File: config.mk
export PLATFORM = sky130hd
export DESIGN_NAME = clipped_trapezoid_span_walker
export DESIGN_NICKNAME = d
export VERILOG_FILES = /design/src/src/ctsw_pkg.sv /design/src/src/clipped_trapezoid_span_walker.sv
export SDC_FILE = /design/constraint.sdc
export NUM_CORES = 1
export LEC_CHECK = 0
export ABC_AREA = 1
export BUFFER_PORTS_ARGS = -buffer_cell sky130_fd_sc_hd__buf_2
export CORE_UTILIZATION = 40
export CTS_BUF_LIST = sky130_fd_sc_hd__clkbuf_8
export CTS_CLUSTER_SIZE = 25
export DETAILED_ROUTE_END_ITERATION = 16
export PLACE_DENSITY = 0.63
export SLEW_MARGIN = 40
export SYNTH_ARGS = -nofsm -noshare
export SYNTH_HDL_FRONTEND = slang
export SYNTH_SLANG_ARGS = --single-unit
File: constraint.sdc
create_clock -name clk_i -period 8.9 [get_ports clk_i]
set_clock_uncertainty 0.2 [all_clocks]
set_input_delay 0 -clock clk_i [delete_from_list [all_inputs] [get_ports clk_i]]
set_output_delay 0 -clock clk_i [all_outputs]
set_load 0.03 [all_outputs]
File: src/src/ctsw_pkg.sv
// ctsw_pkg: shared types and codes for the clipped trapezoid span walker
// no dependencies; used by src/clipped_trapezoid_span_walker.sv
package ctsw_pkg;

  typedef enum logic {
    OP_LOAD = 1'b0,
    OP_STEP = 1'b1
  } opcode_e;

  typedef enum logic [1:0] {
    REG_CLIP_LEFT   = 2'd0,
    REG_CLIP_TOP    = 2'd1,
    REG_CLIP_RIGHT  = 2'd2,
    REG_CLIP_BOTTOM = 2'd3
  } reg_index_e;

  localparam int unsigned FixW = 32;
  localparam int unsigned CoordW = 16;

  localparam logic [CoordW-1:0] ClipLeftRst   = 16'h0000;
  localparam logic [CoordW-1:0] ClipTopRst    = 16'h0000;
  localparam logic [CoordW-1:0] ClipRightRst  = 16'h7fff;
  localparam logic [CoordW-1:0] ClipBottomRst = 16'h7fff;

  // one result item
  typedef struct packed {
    logic              span_visible;
    logic [CoordW-1:0] span_x;
    logic [CoordW-1:0] span_row;
    logic [CoordW-1:0] span_width;
    logic              last_row;
    logic [FixW-1:0]   edge_a_now;
    logic [FixW-1:0]   edge_b_now;
    logic [CoordW-1:0] row_now;
  } span_t;

  // round signed 16.16 to nearest column, halves up, kept 17 bits wide
  function automatic logic [CoordW:0] round_col(input logic [FixW-1:0] v);
    logic [FixW:0] biased;
    biased = {v[FixW-1], v} + 33'h0_0000_8000;
    return biased[FixW:CoordW];
  endfunction

endpackage

File: src/src/clipped_trapezoid_span_walker.sv
// clipped_trapezoid_span_walker: top level, edge walk, clip and result register
// depends on ctsw_pkg
//
// Walks a flat trapezoid one scanline per step item and clips each scanline
// to the configured rectangle (left/top inclusive, right/bottom exclusive).
// A load item stores edges, slopes, first row and row count and gives no
// result; a step item with rows left gives exactly one result, one with no
// rows left gives none. Items are taken at one per clock cycle: edges and row
// advance in the accept cycle and the span result goes into a single output
// register on acceptance, so throughput is set only by that register draining
// (in_ready_o is high whenever it is empty or being read). The user must write
// clip registers via the plain write port only while idle; block doesn't check.
module clipped_trapezoid_span_walker (
  input  logic        clk_i,
  input  logic        rst_ni,
  // configuration
  input  logic        cfg_we_i,
  input  logic [1:0]  cfg_index_i,
  input  logic [15:0] cfg_data_i,
  // input items
  input  logic        in_valid_i,
  output logic        in_ready_o,
  input  logic        opcode_i,
  input  logic [31:0] edge_a_start_i,
  input  logic [31:0] edge_b_start_i,
  input  logic [31:0] edge_a_step_i,
  input  logic [31:0] edge_b_step_i,
  input  logic [15:0] first_row_i,
  input  logic [15:0] row_total_i,
  // result items
  output logic        out_valid_o,
  input  logic        out_ready_i,
  output logic        span_visible_o,
  output logic [15:0] span_x_o,
  output logic [15:0] span_row_o,
  output logic [15:0] span_width_o,
  output logic        last_row_o,
  output logic [31:0] edge_a_now_o,
  output logic [31:0] edge_b_now_o,
  output logic [15:0] row_now_o
);

  logic [15:0] clip_left_q, clip_top_q, clip_right_q, clip_bottom_q;
  logic [31:0] edge_a_acc_q, edge_b_acc_q, edge_a_inc_q, edge_b_inc_q;
  logic [31:0] edge_a_acc_d, edge_b_acc_d;
  logic [15:0] row_q, row_d, rows_left_q, rows_left_d;

  logic        out_valid_q;
  ctsw_pkg::span_t res_q, res_d;

  logic in_acc, is_step, emit;
  logic row_in;
  logic [16:0] col_a, col_b, c_lo, c_hi, c1, c2, wid;
  logic [16:0] left_x, right_x;

  assign in_ready_o = !out_valid_q || out_ready_i;
  assign in_acc     = in_valid_i && in_ready_o;
  assign is_step    = (ctsw_pkg::opcode_e'(opcode_i) == ctsw_pkg::OP_STEP);
  assign emit       = in_acc && is_step && (rows_left_q != 16'd0);

  // span of the current scanline
  always_comb begin
    col_a   = ctsw_pkg::round_col(edge_a_acc_q);
    col_b   = ctsw_pkg::round_col(edge_b_acc_q);
    left_x  = {clip_left_q[15], clip_left_q};
    right_x = {clip_right_q[15], clip_right_q};
    row_in  = ($signed(row_q) >= $signed(clip_top_q)) &&
              ($signed(row_q) < $signed(clip_bottom_q));
    if ($signed(col_b) < $signed(col_a)) begin
      c_lo = col_b;
      c_hi = col_a;
    end else begin
      c_lo = col_a;
      c_hi = col_b;
    end
    c1  = ($signed(c_lo) < $signed(left_x)) ? left_x : c_lo;
    c2  = ($signed(c_hi) > $signed(right_x)) ? right_x : c_hi;
    wid = c2 - c1;

    edge_a_acc_d = edge_a_acc_q + edge_a_inc_q;
    edge_b_acc_d = edge_b_acc_q + edge_b_inc_q;
    row_d        = row_q + 16'd1;
    rows_left_d  = rows_left_q - 16'd1;

    res_d.span_visible = row_in && ($signed(c1) < $signed(c2));
    res_d.span_x       = res_d.span_visible ? c1[15:0] : 16'd0;
    res_d.span_width   = res_d.span_visible ? wid[15:0] : 16'd0;
    res_d.span_row     = row_q;
    res_d.last_row     = (rows_left_d == 16'd0);
    res_d.edge_a_now   = edge_a_acc_d;
    res_d.edge_b_now   = edge_b_acc_d;
    res_d.row_now      = row_d;
  end

  always_ff @(posedge clk_i or negedge rst_ni) begin
    if (!rst_ni) begin
      clip_left_q   <= ctsw_pkg::ClipLeftRst;
      clip_top_q    <= ctsw_pkg::ClipTopRst;
      clip_right_q  <= ctsw_pkg::ClipRightRst;
      clip_bottom_q <= ctsw_pkg::ClipBottomRst;
    end else if (cfg_we_i) begin
      unique case (ctsw_pkg::reg_index_e'(cfg_index_i))
        ctsw_pkg::REG_CLIP_LEFT:   clip_left_q   <= cfg_data_i;
        ctsw_pkg::REG_CLIP_TOP:    clip_top_q    <= cfg_data_i;
        ctsw_pkg::REG_CLIP_RIGHT:  clip_right_q  <= cfg_data_i;
        ctsw_pkg::REG_CLIP_BOTTOM: clip_bottom_q <= cfg_data_i;
        default: ;
      endcase
    end
  end

  // walker state
  always_ff @(posedge clk_i or negedge rst_ni) begin
    if (!rst_ni) begin
      edge_a_acc_q <= '0;
      edge_b_acc_q <= '0;
      edge_a_inc_q <= '0;
      edge_b_inc_q <= '0;
      row_q        <= '0;
      rows_left_q  <= '0;
    end else if (in_acc && !is_step) begin
      edge_a_acc_q <= edge_a_start_i;
      edge_b_acc_q <= edge_b_start_i;
      edge_a_inc_q <= edge_a_step_i;
      edge_b_inc_q <= edge_b_step_i;
      row_q        <= first_row_i;
      rows_left_q  <= row_total_i;
    end else if (emit) begin
      edge_a_acc_q <= edge_a_acc_d;
      edge_b_acc_q <= edge_b_acc_d;
      row_q        <= row_d;
      rows_left_q  <= rows_left_d;
    end
  end

  always_ff @(posedge clk_i or negedge rst_ni) begin
    if (!rst_ni) begin
      out_valid_q <= 1'b0;
    end else if (in_ready_o) begin
      out_valid_q <= emit;
    end
  end

  always_ff @(posedge clk_i) begin
    if (emit) begin
      res_q <= res_d;
    end
  end

  assign out_valid_o    = out_valid_q;
  assign span_visible_o = res_q.span_visible;
  assign span_x_o       = res_q.span_x;
  assign span_row_o     = res_q.span_row;
  assign span_width_o   = res_q.span_width;
  assign last_row_o     = res_q.last_row;
  assign edge_a_now_o   = res_q.edge_a_now;
  assign edge_b_now_o   = res_q.edge_b_now;
  assign row_now_o      = res_q.row_now;

  // a step with rows left always produces an item next cycle
  a_emit_gives_item: assert property (@(posedge clk_i) disable iff (!rst_ni)
    emit |=> out_valid_q)
    else $error("step with rows left produced no item");

  // row count drops by one per emitted span
  a_rows_count_down: assert property (@(posedge clk_i) disable iff (!rst_ni)
    emit |=> (rows_left_q == $past(rows_left_q) - 16'd1))
    else $error("row count not decremented");

  // an invisible span carries zero column and width
  a_invisible_zero: assert property (@(posedge clk_i) disable iff (!rst_ni)
    (out_valid_q && !res_q.span_visible) |->
      (res_q.span_x == 16'd0 && res_q.span_width == 16'd0))
    else $error("invisible span with nonzero column or width");

  // a visible span always has width
  a_visible_width: assert property (@(posedge clk_i) disable iff (!rst_ni)
    (out_valid_q && res_q.span_visible) |-> (res_q.span_width != 16'd0))
    else $error("visible span of zero width");

endmodule
==> results.py <==
metrics = {
    "synth": {
        "synth_area_per_cell_sq_um": 8.47,
        "ys_ff_latch": 355,
        "yosysSeqAreaShare_pct": 44.4,
        "syn_area_sq_mm": 0.0216,
        "syn-instance-count": 2547,
        "yosys_warnings": 0,
        "syn_nets": 2910,
        "async_flop_share_pct": 63.4,
        "synth_flop_cell": "dfrtp_1",
        "ys_types": 55,
        "synth_edf_count": 130,
    },
    "sta": {
        "setup_ws_ns": 0.716,
        "timing_max_transition_violations_final": 0,
        "fin_tns_setup_ns": 0,
        "rsz0062_at_grt": "no",
        "finalSetupViolCount": 0,
        "fmax_ghz": 0.122,
        "period_minus_slack_ns": 8.18,
        "finalHoldViolations": 0,
        "fin_crit_sh_pct": 92.0,
        "tightest_slew_ns": 0.841,
        "relSlewSlack_pct": 43.9,
    },
    "placement": {
        "portBuffers": 315,
        "place_hpwl_microns": 49100,
        "gp_congestion": 0.954,
        "dp_cells": 3494,
        "post_dp_cell_area_sq_mm": 0.0239,
        "pre_cts_ws_ns": 0.282,
    },
    "grt": {
        "grt_pass1_wl_microns": 111000,
        "met1_usage_pct": 32.7,
        "antenna_found_initial": 12,
        "grt_util_met3_pct": 4.46,
        "grt_busiest_layer": "met2",
        "met2_usage_pct": 43.9,
        "grt_max_degree": 96,
        "overflow": 0,
        "grt_pass1_vias": 21210,
        "grt_usage_pct": 26.0,
    },
    "worst_setup_path": {
        "start_kind": "flip-flop",
        "regToRegStartpoint": "edge_a_acc_q[15]",
        "r2r-end": "span_width_o[12]",
        "crit_family": "simple AND/OR/NAND/NOR gates",
        "ff2ff_path_depth": 46,
        "worstPathBufferInverterCount": 5,
        "critPathSlowestCell": "dfrtp_1",
        "crit_path_end_kind": "flip-flop",
        "worst-setup-path-type": "reg2reg",
        "max_stage_delay_ns": 0.47,
        "cp.arrival_ns": 8.37,
        "crit_fanout": 33,
        "cp.depth": 46,
        "r2r_slack_ns": 0.72,
        "worstPathRequired_ns": 9.08,
        "path_common_cell": "nand2_1",
    },
    "run_status": {
        "outcome": "completed",
    },
    "layout": {
        "drive_gt1_share_pct": 16.7,
        "area_growth_pct": 37.1,
        "fin_nets": 3661,
        "fin_cells": 4049,
        "seqCellArea_sq_mm": 0.00957,
        "mostFrequentLayoutCell": "nand2_1",
        "stdcell_area_sq_mm": 0.0296,
        "final_cell_mix": "nand2_1, dlygate4sd3_1, inv_1, buf_2, dfrtp_1",
        "multi_input_area_sq_mm": 0.0105,
        "fill_cells": 4719,
    },
    "run": {
        "drv_cap": 0,
    },
    "clock_network": {
        "clkLatencyLatePin_ns": 0.65,
        "htree_levels": 3,
        "cts_tree": "done",
        "numCtsBuffers": 68,
        "cts_root_buf": "clkbuf_8",
        "clockBufferDepth": 3,
        "cts.sinks": 355,
        "worst_setup_hold_path_clk_slew_ns": 0.06,
    },
    "floorplanning": {
        "io_pins": 316,
        "die_y_microns": 234,
        "die_x_microns": 234,
        "core_area_sq_mm": 0.0530,
        "start_util_pct": 40.7,
        "dieArea_sq_mm": 0.0549,
        "rows": 84,
    },
    "route": {
        "ant_nets": 0,
        "firstDrtPassIters": 6,
        "routed_wl_microns": 71200,
        "post_drt_wl_per_cell_microns": 17.6,
        "routed_via_density": 5.13,
        "drtIter0Drc": 1426,
        "vias": 20752,
        "drcViolationCount": 0,
    },
    "worst_hold_path": {
        "hold_depth": 6,
        "hp-class": "in2reg",
        "hp-start": "edge_b_start_i[29]",
        "min_to": "edge_b_acc_q[29]",
    },
    "power_and_ir_drop": {
        "power.density_mw_per_mm2": 442,
        "p_total_mw": 13.1,
        "ir_worst_vdd_uv": 388,
        "p_leak_nw": 14.2,
    },
}
-- metal layers --
metal	vias to the layer above	share of wire, %	routed length, microns
met2	736	48	34100
met5	-	0.032	23
met1	9875	43	30600
met4	4	3.0	2120
li1	9999	-	-
met3	138	6.1	4350
-- worst min-delay path, delay by kind of cell --
family / cells / cell delay [ns]
simple gates: 2 / 0.11
buf+inv: 3 / 0.67
compound gates: 1 / 0.07
-- through the flow --
stage	util [%]	hold slack, ns
6_report	55.9	0.0509
3_5_place_dp	45.1	-0.102
3_3_place_gp	45.0	-0.103
2_1_floorplan	-	-0.496
5_1_grt	55.9	0.0412
4_1_cts	55.7	0.000988
-- cell families after synthesis --
logic type	count (synthesis)	share of synthesized area [%]
flops	355	44.4
simple gates	1015	20.4
buf+inv	417	7.47
fa+ha+maj	179	10.5
compound gates	477	13.1
xor+xnor	104	4.22
-- sequential cells by signal, summed over array words and instances, names as in the netlist --
signal and count:
last_row_o 1, clip_bottom_q 16, row_q 16, edge_b_acc_q 32
edge_a_inc_q 32, row_now_o 16, edge_a_now_o 32, clip_left_q 16
clip_top_q 16, span_row_o 16, span_x_o 16, edge_b_inc_q 32
edge_a_acc_q 32, edge_b_now_o 32, out_valid_o 1, rows_left_q 16
span_width_o 16, span_visible_o 1, clip_right_q 16
-- Yosys cell counts (all sizes together), types with 19 or more instances --
| library cell | number | area, sq um |
|---|---|---|
| nor3 | 21 | 105 |
| ha | 176 | 2200 |
| nand4 | 25 | 156 |
| edfxtp | 130 | 3900 |
| o22ai | 32 | 200 |
| nor2 | 170 | 709 |
| dfstp | 30 | 788 |
| xor2 | 61 | 534 |
| nand3 | 104 | 661 |
| inv | 344 | 1290 |
| o21a | 23 | 173 |
| a21oi | 136 | 696 |
| buf | 19 | 119 |
| o211ai | 40 | 300 |
| a31oi | 28 | 175 |
| o21ai | 157 | 786 |
| dfrtp | 195 | 4880 |
| nand2 | 671 | 2610 |
| clkbuf | 54 | 203 |
| xnor2 | 43 | 377 |
-- cell type report --
| cell class | instances | area share (%) |
|---|---|---|
| diodes | 8 | 0.0677 |
| clock buffers | 73 | 3.40 |
| clock inverters | 52 | 1.37 |
| inverters | 344 | 4.39 |
| multi-input cells | 1775 | 35.4 |
| flip-flops and latches | 355 | 32.4 |
| well taps | 688 | 2.91 |
| repair buffers | 754 | 20.1 |
-- report_power, final --
part           switching (mW)  leakage, nW  internal (mW)
Sequential              0.342         3.89           2.39
Combinational            5.59         9.56           3.05
Clock                   0.776        0.773          0.921
-- what timing repair did --
| action | CTS | global route |
|---|---|---|
| hold buffers | 420 | 0 |
| hold endpoints to repair | 379 | 0 |
| setup buffers | 0 | 1 |
| endpoints found under the setup margin | 0 | 33 |
| gates resized for setup | 0 | 7 |
-- how the worst max path moves through the flow --
| stage | end | slack (ns) | start |
|---|---|---|---|
| 2_1_floorplan | span_x_o[3] | 1.11 | edge_a_acc_q[15] |
| 3_3_place_gp | span_width_o[2] | 0.49 | edge_a_acc_q[15] |
| 3_5_place_dp | span_width_o[4] | 0.28 | edge_a_acc_q[15] |
| 4_1_cts | span_width_o[4] | 0.27 | edge_a_acc_q[15] |
| 5_1_grt | span_width_o[4] | 0.02 | edge_a_acc_q[15] |
| 6_report | span_width_o[12] | 0.72 | edge_a_acc_q[15] |
No activity file was read; power rests on OpenSTA's default activity.
